$ cat src/sv/rbm_pkg.sv
package rbm_pkg;

  localparam int unsigned ValW   = 40;
  localparam int unsigned BndW   = 41;
  localparam int unsigned EntW   = 16;
  localparam int unsigned IdxW   = 6;
  localparam int unsigned SizeW  = 7;
  localparam int unsigned MinSize = 2;
  localparam int unsigned CapSize = 64;

  localparam logic [2:0] ActWrDist = 3'd0;
  localparam logic [2:0] ActWrFlow = 3'd1;
  localparam logic [2:0] ActWrCost = 3'd2;
  localparam logic [2:0] ActSort   = 3'd3;
  localparam logic [2:0] ActBound  = 3'd4;

  localparam logic RegSize = 1'b0;
  localparam logic RegKind = 1'b1;

  localparam logic [BndW-1:0] BndMax = {BndW{1'b1}};
  localparam logic [EntW-1:0] EntMax = {EntW{1'b1}};

  typedef struct packed {
    logic [2:0]      action;
    logic [IdxW-1:0] row_index;
    logic [IdxW-1:0] col_index;
    logic [ValW-1:0] value;
  } req_t;

  typedef struct packed {
    logic [IdxW-1:0] location;
    logic [IdxW-1:0] facility;
    logic [BndW-1:0] bound;
    logic            last;
  } res_t;

  // controls from sequencer to multiply-accumulate unit
  typedef struct packed {
    logic clear;
    logic load;
    logic step;
  } mac_ctl_t;

  // saturating add of a product onto an accumulator
  function automatic logic [BndW-1:0] sat_add(logic [BndW-1:0] a, logic [2*EntW-1:0] p);
    logic [BndW:0] s;
    s = {1'b0, a} + {{(BndW + 1 - 2 * EntW){1'b0}}, p};
    sat_add = s[BndW] ? BndMax : s[BndW-1:0];
  endfunction

endpackage

$ cat src/sv/rbm_mac.sv
module rbm_mac
  import rbm_pkg::*;
(
  input  logic            clk_i,
  input  mac_ctl_t        ctl_i,
  input  logic [BndW-1:0] init_i,
  input  logic [EntW-1:0] a_i,
  input  logic [EntW-1:0] b_i,
  output logic [BndW-1:0] acc_o
);

  logic [2*EntW-1:0] prod_q;
  logic [BndW-1:0]   acc_q;

  // registered product, then saturating accumulate
  always_ff @(posedge clk_i) begin
    prod_q <= a_i * b_i;
    if (ctl_i.load) begin
      acc_q <= init_i;
    end else if (ctl_i.step) begin
      acc_q <= sat_add(acc_q, prod_q);
    end
  end

  assign acc_o = acc_q;

endmodule
$ cat config.mk
export PLATFORM = sky130hd
export DESIGN_NAME = rbm_mac
export DESIGN_NICKNAME = d
export VERILOG_FILES = /design/src/sv/rbm_pkg.sv /design/src/sv/rbm_mac.sv
export SDC_FILE = /design/constraint.sdc
export NUM_CORES = 1
export LEC_CHECK = 0
export ABC_CLOCK_PERIOD_IN_PS = 18600
export BUFFER_PORTS_ARGS = -buffer_cell sky130_fd_sc_hd__buf_2
export CORE_UTILIZATION = 30
export CTS_CLUSTER_SIZE = 8
export DETAILED_ROUTE_END_ITERATION = 16
export GPL_ROUTABILITY_DRIVEN = 0
export REMOVE_ABC_BUFFERS = 1
export SYNTH_ARGS = -nofsm -noshare
export SYNTH_HDL_FRONTEND = slang
export SYNTH_SLANG_ARGS = --single-unit
$ cat constraint.sdc
create_clock -name clk_i -period 18.6 [get_ports clk_i]
set_input_delay 2.79 -clock clk_i [delete_from_list [all_inputs] [get_ports clk_i]]
set_output_delay 2.79 -clock clk_i [all_outputs]
set_load 0.005 [all_outputs]
# [After elaboration in Yosys (flattened, before gate mapping)]
# Index checks and enable logic that the tools add are counted.
# Widths: inputs -> output; s select.
[op_classes] addsub=1 n_mul=1 n_mux=3 reduce_logical=1
[ops] operator="$mux 41" n=3
[ops] operator="$add 41x32->42" n=1
[ops] operator="$mul 16x16->32" n=1
[ops] operator="$reduce_bool 2->1" n=1
[word_totals] ff_bits=73 input_bits=77 output_inout_bits=41

# [Longest topological paths before layout]
# Gate-level depths: netlist (run 1).
[depth] ltp_word=4 depth_mapped=22 ltp_nobuf=21

# [Worst setup path after synthesis (run 1)]
# No wires, ideal clock.
[synth_path] path_kind="input-to-reg" start="input port b_i[7]" end="register prod_q[28]" t_arrival_ns=8.047 required_ns=18.478 slack_ns=10.431 cell_stages=22 path_buffers=1 cell_sequence="clkbuf_1 nand2_1 fa_1 inv_1 fa_1 inv_1 fa_1 inv_1 fa_1 fa_1 inv_1 fa_1 inv_1 ha_1 nand2_1 o21ai_1 a21oi_1 nor3_2 o31ai_2 a31oi_2 nor4_1 a311o_1"
[synth_between] elab_chain_cells=1
[synth_lines] element="from (decl)" line_no="rbm_mac.sv:8" text="input logic [EntW-1:0] b_i,"
[synth_lines] element="$mul 16x16->32" line_no="rbm_mac.sv:17" text="prod_q <= a_i * b_i;"
[synth_lines] element="to (signal assigned)" line_no="rbm_mac.sv:17"
[synth_lines] element="to (decl)" line_no="rbm_mac.sv:12" text="logic [2*EntW-1:0] prod_q;"
# Every way passes these cells.
# A chain may end at the register's enable or synchronous reset.

# [Final worst setup path (run 1)]
[layout_path] start="input port b_i[1]" end="register prod_q[30]"
# Same word-level chain as after synthesis.

==> impl_metrics.csv, run 1 <==
group,metric,value,unit
finish,multi_input_area,9883,um^2
timing,finClkSkew,0.007152,ns
detailed_routing,wl_met3,1413,um
timing,worst_pin_slew,1.208,ns
timing,period_share,45.10,%
critical_path,worstSetupEndpointType,"flip-flop",
synth,syn_area,12980,um^2
global_routing,grt_max_degree,45,
detailed_routing,dr_wl_met2,16020,um
detailed_routing,drtIter0Drc,570,
floorplanning,dieArea,44110,um^2
finish,register_area,1872,um^2
min_path,hp-class,"reg -> reg",
timing,setup_viol,0,
synth,synth-seq-area-share,14.42,%
floorplanning,die_h,210.0,um
floorplanning,ios,118,
cts,tritoncts,"built",
synth,synth_enable_flop_cells,41,
status,status,"finished, final reports clean",
cts,cts_buffers,9,
floorplanning,initial_core_util,30.68,%
floorplanning,row_count,75,
global_routing,grt_overflow_total,0,
critical_path,path_class,"in -> reg",
cts,htreeDepth,3,
finish,nFillCells,4371,
critical_path,crit_fanout,16,
synth,synth.top_cells.by_area,"fa_1 30%, ha_1 13%, edfxtp_1 9.5%",
timing,slew_violations,0,
synth,yosys_warnings,0,
synth,synth_area_per_cell,9.162,um^2
global_routing,grt_pass1_wl,54920,um
synth,synth_top_area_share,30.07,%
cts,cts_resized,0,
cts,clkSlewWorstSetupHoldPaths,0.06,ns
global_routing,antenna_found_initial,1,
placed_design,hpwl,27990,um
detailed_routing,vias_per_cell,4.852,
synth,synth_common_cells,"247 x inv_1, 195 x fa_1, 178 x nand2_1, 136 x ha_1, 118 x and2_1",
timing,rsz0062_at_grt,"no",
detailed_routing,drc,0,
timing,final.min_clock_period,8.389,ns
finish,insertedDiodeCount,0,
synth,ys_types,80,
detailed_routing,vias,10040,
placed_design,port-buffer-count,116,
synth,yosysTopAreaCell,"fa_1",
cts,holdBufCountCts,0,
critical_path,cp.required,18.88,ns
floorplanning,core-area,42320,um^2
detailed_routing,met1Wirelength,15590,um
detailed_routing,wl_per_cell,16.21,um
timing,fmax,119.2,MHz
timing,maxSlewHeadroom,18.92,%
detailed_routing,antenna_left,0,
timing,tns,0,ns
synth,ys_seq_elements,73,
detailed_routing,top_layer,"met5",
cts,cts_sinks,73,
finish,syn_to_final_growth,10.34,%
cts,cts_buffer_depth,2,
global_routing,grt_usage,15.69,%
critical_path,cp-start-kind,"input pin",
finish,layout-drive-gt1-share,11.32,%
finish,final_util,33.85,%
synth,synthCells,1417,
synth,async_flop_share,0,%
cts,post_cts_buffers,0,
global_routing,grt_pass1_vias,10440,
cts,clk_latency,0.35,ns
timing,report.final.hold_viol_count,0,
finish,nNetsFinal,1896,
cts,cts-root-buf,"clkbuf_16",
floorplanning,die_w,210.0,um
synth,yosysMostFrequentCell,"inv_1",
synth,ys.flop_type,"edfxtp_1",
detailed_routing,drtPass1Iterations,5,
critical_path,worstPathArrival,8.67,ns
detailed_routing,routed_wl,33560,um
run,max_cap_viol_count,0,
==> metal layers <==
layer	up-vias	track usage (%)
li1	4729	-
met1	5032	21.55
met2	248	26.42
met3	33	1.684
met4	2	3.750
met5	-	0
==> kinds of logic after synthesis <==
group                      Yosys count  share of synthesized area [%]
DFF                                 73                          14.42
adders and majority gates          331                          43.18
and+or+nand+nor                    412                          15.78
xor gates and xnor gates            53                          3.576
buffers and inverters              306                          9.483
AOI/OAI and AO/OA                  242                          13.57
==> worst max-delay path: stages <==
cell and delay [ns]:
buf_2 0.34, nand2_1 0.15, fa_1 0.54, fa_1 0.51, fa_1 0.52, inv_1 0.06
fa_1 0.48, fa_1 0.48, inv_1 0.05, fa_1 0.47, inv_1 0.04, ha_1 0.34
a21oi_1 0.19, o21ai_1 0.19, a2111oi_4 0.44, nor3_2 0.11, o31ai_2 0.29, a31oi_2 0.20
a311o_1 0.39, nand3_1 0.08
==> state kept, by name, indices dropped and copies added, names as in the netlist <==
| name | cells |
|---|---|
| acc_o | 41 |
| prod_q | 32 |
==> path summary, 6_finish.rpt <==
check             startpoint    endpoint  slack, ns  depth (start not counted)
setup reg to reg   acc_o[10]   acc_o[38]      15.35                          8
hold reg to reg    prod_q[0]    acc_o[0]       0.68                          3
hold / removal     prod_q[0]    acc_o[0]       0.68                          3
setup / recovery      b_i[1]  prod_q[30]      10.21                         20
==> cell type report <==
class / instances / share of cell area [%]
Multi-Input combinational cell: 1038 / 68.99
Sequential cell: 73 / 13.07
Inverter: 248 / 6.498
Tap cell: 577 / 5.040
Timing Repair Buffer: 118 / 4.158
Clock buffer: 12 / 1.721
Clock inverter: 4 / 0.5241
==> placed cells by master, fill, tap and decap left out, drive strengths merged, types with 5 or more instances in the layout <==
cell / count
a211oi: 11
a21o: 36
a21oi: 72
a31oi: 10
and2: 118
and3: 10
buf: 118
clkbuf: 12
dfxtp: 32
edfxtp: 41
fa: 195
ha: 136
inv: 248
nand2: 180
nand2b: 5
nand3: 13
nand4: 10
nor2: 27
nor2b: 6
nor3: 30
o21a: 11
o21ai: 30
o21bai: 14
o22a: 11
o31ai: 8
xnor2: 40
xor2: 13
==> through the flow <==
| stage | cells | hold WS, ns | setup WS, ns | instance area, um^2 |
|---|---|---|---|---|
| 6_report | 2070 | 0.6751 | 10.21 | 14330 |
| 5_1_grt | 2070 | 0.7216 | 9.910 | 14330 |
| 4_1_cts | 2070 | 0.6835 | 10.21 | 14330 |
| 3_5_place_dp | 2054 | 0.6688 | 9.865 | 14000 |
| 3_3_place_gp | 2054 | 0.6432 | 9.943 | 14000 |
| 2_1_floorplan | 1359 | 0.6076 | 10.66 | 12680 |
Power of run 1 is not shown: default switching activity piles up to over one toggle a cycle in this logic, so the estimate is an artifact.
==> run 2, diff against run 1 <==
--- a/config.mk
+++ b/config.mk
@@ -5,7 +5,8 @@
 export SDC_FILE = /design/constraint.sdc
 export NUM_CORES = 1
 export LEC_CHECK = 0
-export ABC_CLOCK_PERIOD_IN_PS = 18600
+export ABC_AREA = 1
+export ABC_CLOCK_PERIOD_IN_PS = 6900
 export BUFFER_PORTS_ARGS = -buffer_cell sky130_fd_sc_hd__buf_2
 export CORE_UTILIZATION = 30
 export CTS_CLUSTER_SIZE = 8
==> constraint.sdc (replaced) <==
create_clock -name clk_i -period 6.9 [get_ports clk_i]
set_input_delay 1.035 -clock clk_i [delete_from_list [all_inputs] [get_ports clk_i]]
set_output_delay 1.035 -clock clk_i [all_outputs]
set_load 0.005 [all_outputs]
==> run 2 against run 1 <==
  * Utilization fell by 0.47 points
  * Critical path depth fell by 3
  * Clock skew rose by 0.0066 ns
  * Register-to-register slack got worse by 11 ns
  * Sequential cell count stayed put
  * Sequential share of layout area fell by 1.3 points
  * Clock-buffer cell count fell by 2
  * Design area grew 11%
  * Cell count is 30% higher
  * Largest cell class unchanged
  * Setup slack got worse by 9.3 ns
  * First-iteration DRC count grew 32%
  * Worst hold slack better by 0.020 ns
  * Critical endpoint is now prod_q[24]
==> impl_metrics.csv, run 2 <==
group,metric,value,unit
timing,fmax,165.9,MHz
synth,synth-seq-area-share,12.92,%
finish,post-route-cell-area,15900,um^2
critical_path,cp_slowest_cell,"fa_1",
timing,period_share,87.38,%
critical_path,cp.required,7.17,ns
timing,rsz0062_at_grt,"no",
cts,htreeDepth,3,
cts,cts-root-buf,"clkbuf_16",
floorplanning,dieArea,49190,um^2
critical_path,cp-start-kind,"input pin",
floorplanning,die_w,221.8,um
global_routing,grt_max_degree,58,
placed_design,hpwl,33700,um
synth,ys_seq_elements,73,
status,status,"finished, final reports clean",
synth,synth_top_area_share,26.94,%
synth,syn_area,14490,um^2
detailed_routing,vias,12460,
finish,syn_to_final_growth,9.721,%
run,max_cap_viol_count,0,
synth,synth_area_per_cell,7.171,um^2
min_path,hp-class,"reg -> reg",
floorplanning,die_h,221.8,um
cts,tritoncts,"built",
critical_path,cpMostUsedCell,"fa_1",
synth,synth.top_cells.by_area,"fa_1 27%, nand2_1 16%, inv_1 12%",
synth,synth_common_cells,"628 x nand2_1, 471 x inv_1, 195 x fa_1, 136 x ha_1, 112 x nor2_1",
detailed_routing,drc,0,
synth,ys_types,43,
global_routing,antenna_found_initial,0,
timing,setup_viol,0,
cts,cts_resized,0,
timing,maxSlewHeadroom,31.97,%
global_routing,grt_pass1_vias,12980,
cts,clkSlewWorstSetupHoldPaths,0.07,ns
synth,ys.flop_type,"edfxtp_1",
synth,yosysMostFrequentCell,"nand2_1",
floorplanning,row_count,80,
timing,finClkSkew,0.01380,ns
placed_design,port-buffer-count,116,
detailed_routing,wl_per_cell,14.98,um
detailed_routing,vias_per_cell,4.616,
critical_path,worstSetupEndpointType,"flip-flop",
finish,largest_register_ffs,41,
finish,nNetsFinal,2488,
global_routing,grt_pass1_wl,66230,um
critical_path,worstPathArrival,6.29,ns
cts,holdBufCountCts,0,
detailed_routing,antenna_left,0,
critical_path,crit_chain,"buf_2 -> nand2_1 -> fa_1 -> fa_1 -> inv_1 -> fa_1 -> fa_1 -> fa_1 -> inv_1 -> fa_1 -> inv_1 -> ha_1 -> nand2_1 -> nor4_1 -> nand3_1 -> nand3_1 -> xor2_1",
placed_design,post_dp_cell_area,15580,um^2
timing,worst_pin_slew,1.020,ns
finish,finalNonFillerCells,2700,
timing,slew_violations,0,
timing,final.min_clock_period,6.029,ns
timing,tns,0,ns
synth,synth_enable_flop_cells,41,
cts,cts_sinks,73,
synth,yosysTopAreaCell,"fa_1",
placed_design,dp_cells,2684,
timing,hold_ws,0.6955,ns
synth,synthCells,2021,
floorplanning,core-area,47650,um^2
finish,insertedDiodeCount,0,
cts,cts_buffer_depth,2,
synth,async_flop_share,0,%
critical_path,path_class,"in -> reg",
cts,cts_buffers,9,
synth,yosys_warnings,0,
critical_path,cp_slowest_stage_delay,0.57,ns
floorplanning,initial_core_util,30.42,%
detailed_routing,routed_wl,40440,um
cts,post_cts_buffers,0,
timing,report.final.hold_viol_count,0,
finish,layout-drive-gt1-share,10.07,%
global_routing,grt_overflow_total,0,
critical_path,crit_fanout,16,
finish,mostFrequentLayoutCells,"628 x nand2_1, 470 x inv_1, 195 x fa_1",
finish,final_common_cell,"nand2_1",
detailed_routing,drtIter0Drc,755,
global_routing,grt_usage,16.83,%
floorplanning,ios,118,
cts,clk_latency,0.35,ns
detailed_routing,drtPass1Iterations,6,
-- run 2: cell types whose count changed after synthesis, moves of 33 or more --
cell	delta
and2_1	-114
nand3_1	+52
nor2_1	+86
clkbuf_1	+33
nand2_1	+450
inv_1	+224
-- run 2: kinds of logic after synthesis --
kind of cell	count (synthesis)	synth area share (%)
AO/OA/AOI/OAI	124	5.223
XOR/XNOR	49	2.961
adder cells (fa/ha/maj)	331	38.68
buffers and inverters	558	14.69
flip-flops	73	12.92
AND/OR/NAND/NOR	886	25.53
-- run 2: critical path: cells and delay by family --
family | cells | cell delay [ns]
buffers and inverters | 4 | 0.54
adders and majority gates | 7 | 3.51
and+or+nand+nor | 5 | 1.01
xor gates and xnor gates | 1 | 0.18
-- run 2: worst paths after layout --
kind              from          to  slack (ns)  cells past startpoint
max reg2reg  acc_o[28]   acc_o[27]        4.13                     11
min          prod_q[0]    acc_o[0]        0.70                      3
min reg2reg  prod_q[0]    acc_o[0]        0.70                      3
max            a_i[12]  prod_q[24]        0.87                     17
-- run 2: stage by stage --
step	worst slack, ns	util [%]
after floorplan	1.396	-
after global placement	0.5868	32.70
after detailed placement	0.5495	32.70
after CTS	0.9028	33.37
after global routing	0.6036	33.37
final	0.8707	33.37
-- run 2: cell type report --
type	instances	area (um^2)
flip-flops and latches	73	1872
multi-input cells	1390	10490
repair buffers	123	633.1
fillers	5088	31740
inverters	483	1814
clock buffers	10	229.0
clock inverters	6	92.59
well taps	615	769.5
-- run 2: per-layer routing --
layer  part of all wire, %  vias up  GRT usage (%)  wire, um
met4                   1.9        0          3.898       766
li1                      -     6105              -         -
met5                     0        -              0         0
met3                   5.2       46          1.537      2092
met2                    48      382          29.46     19460
met1                    45     5929          22.33     18130
Power of run 2 is left out for the same reason.
==> run 3, diff against run 2 <==
--- a/config.mk
+++ b/config.mk
@@ -6,12 +6,13 @@
 export NUM_CORES = 1
 export LEC_CHECK = 0
 export ABC_AREA = 1
-export ABC_CLOCK_PERIOD_IN_PS = 6900
+export ABC_CLOCK_PERIOD_IN_PS = 4900
 export BUFFER_PORTS_ARGS = -buffer_cell sky130_fd_sc_hd__buf_2
-export CORE_UTILIZATION = 30
+export CORE_UTILIZATION = 57
 export CTS_CLUSTER_SIZE = 8
 export DETAILED_ROUTE_END_ITERATION = 16
 export GPL_ROUTABILITY_DRIVEN = 0
+export PLACE_DENSITY = 0.79
 export REMOVE_ABC_BUFFERS = 1
 export SYNTH_ARGS = -nofsm -noshare
 export SYNTH_HDL_FRONTEND = slang
==> constraint.sdc (replaced) <==
create_clock -name clk_i -period 4.9 [get_ports clk_i]
set_input_delay 0.735 -clock clk_i [delete_from_list [all_inputs] [get_ports clk_i]]
set_output_delay 0.735 -clock clk_i [all_outputs]
set_load 0.02 [all_outputs]
==> run 3 against run 2 <==
  * The flow now finishes with violations (negative setup slack)
  * Non-clock buffer count is 165 higher
  * First-iteration DRC count grew 87%
  * Clock-buffer cell count is the same
==> impl_metrics.csv, run 3 (synthesized netlist as in run 2, its figures left out) <==
group,metric,value,unit
finish,nFillCells,1775,
cts,cts_sinks,73,
timing,slew_violations,0,
min_path,hold_depth,3,
detailed_routing,drtIter0Drc,1414,
global_routing,antenna_found_initial,0,
detailed_routing,wl_per_cell,17.10,um
critical_path,cp.required,5.14,ns
finish,syn_to_final_growth,24.20,%
status,violations,"negative setup slack",
min_path,hp-class,"in -> reg",
timing,rsz0062_at_grt,"yes",
timing,worst_pin_slew,1.005,ns
finish,mostFrequentLayoutCells,"584 x nand2_1, 445 x inv_1, 182 x fa_1",
critical_path,reg2reg_slack,2.17,ns
floorplanning,die_w,161.5,um
cts,htreeDepth,3,
timing,final.min_clock_period,5.401,ns
cts,clkSlewWorstSetupHoldPaths,0.07,ns
critical_path,cp_slowest_cell,"fa_1",
cts,cts_buffers,9,
critical_path,cp-start-kind,"input pin",
critical_path,crit_fanout,6,
critical_path,worstRegToRegCells,11,
timing,maxSlewHeadroom,33.01,%
critical_path,cpMostUsedCell,"fa_1",
timing,report.final.hold_viol_count,0,
critical_path,path_class,"in -> reg",
timing,fmax,185.2,MHz
finish,largest_register_ffs,41,
detailed_routing,routed_wl,44020,um
finish,nNetsFinal,2653,
critical_path,worstSetupEndpointType,"flip-flop",
global_routing,grt_pass1_wl,66310,um
detailed_routing,vias_per_cell,5.511,
finish,insertedDiodeCount,0,
timing,hold_ws,0.6520,ns
finish,final_common_cell,"nand2_1",
detailed_routing,drtPass1Iterations,6,
critical_path,worstPathArrival,5.64,ns
status,status,"finished, violations left",
global_routing,grt_overflow_total,0,
cts,clk_latency,0.35,ns
cts,cts-root-buf,"clkbuf_16",
finish,final_util,73.16,%
finish,layout-drive-gt1-share,24.13,%
floorplanning,row_count,57,
min_path,worstHoldEndpoint,"acc_o[32]",
cts,cts_buffer_depth,2,
critical_path,regToRegEndpoint,"acc_o[27]",
placed_design,post_dp_cell_area,16290,um^2
floorplanning,initial_core_util,58.90,%
critical_path,worst-path-buf-inv,5,
min_path,worstHoldStart,"init_i[32]",
floorplanning,core-area,24600,um^2
critical_path,cp.depth,19,
floorplanning,dieArea,26070,um^2
critical_path,cp_slowest_stage_delay,0.57,ns
placed_design,port-buffer-count,116,
finish,post-route-cell-area,18000,um^2
run,max_cap_viol_count,0,
global_routing,grt_usage,31.74,%
critical_path,startpoint,"b_i[8]",
detailed_routing,antenna_left,0,
global_routing,grt_pass1_vias,14370,
global_routing,grt_max_degree,58,
timing,finClkSkew,0.01354,ns
critical_path,rr_startpoint,"acc_o[28]",
detailed_routing,drc,0,
floorplanning,die_h,161.5,um
timing,setup_viol,21,
detailed_routing,vias,14190,
critical_path,crit_chain,"clkbuf_4 -> buf_6 -> nand2_1 -> fa_1 -> fa_1 -> inv_1 -> fa_1 -> fa_2 -> fa_1 -> fa_1 -> ha_4 -> nand2_4 -> nor2_4 -> inv_2 -> buf_4 -> nor3_1 -> nand2_1 -> nand3_1 -> nand2_1",
placed_design,hpwl,32290,um
critical_path,cp_top_family,"adder cells",
floorplanning,ios,118,
timing,fin_ws,-0.5007,ns
cts,tritoncts,"built",
timing,period_share,110.2,%
[run 3: routing by layer]
metal | share of wire, % | GRT usage [%] | vias up
li1 | - | - | 6432
met4 | 6.1 | 14.11 | 0
met3 | 6.8 | 3.133 | 234
met1 | 37 | 36.93 | 6747
met5 | 0 | 0 | -
met2 | 50 | 58.82 | 772
[run 3: layout make-up]
cell class                      count  area, um^2  area share (%)
Timing Repair Buffer              288        2178           12.10
Inverter                          483        1819           10.11
Clock inverter                      6       66.31          0.3684
Multi-Input combinational cell   1390       11420           63.44
Clock buffer                       10       239.0           1.328
Tap cell                          324       405.4           2.252
Sequential cell                    73        1872           10.40
[run 3: through the flow]
stage               setup slack [ns]  TNS [ns]  cells
finish                       -0.5007    -7.472   2574
floorplan                    -0.3038    -3.064   1946
detailed placement           -0.9505    -16.93   2535
global route                 -0.6175    -9.955   2574
global placement             -0.7888    -14.32   2535
CTS                          -0.2680    -3.810   2559
[run 3: worst max-delay path by stage]
stage | slack (ns) | endpoint
CTS | -0.27 | prod_q[28]
detailed placement | -0.95 | prod_q[31]
finish | -0.50 | prod_q[26]
floorplan | -0.30 | prod_q[31]
global route | -0.62 | prod_q[26]
global placement | -0.79 | prod_q[31]
[run 3: worst min-delay path, delay by kind of cell]
| kind | cells | cell delay [ns] |
|---|---|---|
| AND/OR/NAND/NOR | 2 | 0.09 |
| buffers and inverters | 1 | 0.07 |
[run 3: repair_timing]
item | 4_1_cts | 5_1_grt
pin swaps | 67 | 52
setup buffers | 8 | 14
setup endpoints to repair | 23 | 23
gates resized for setup | 159 | 141
hold buffers | 0 | 0
gates cloned | 1 | 1
Power of run 3 is left out for the same reason.
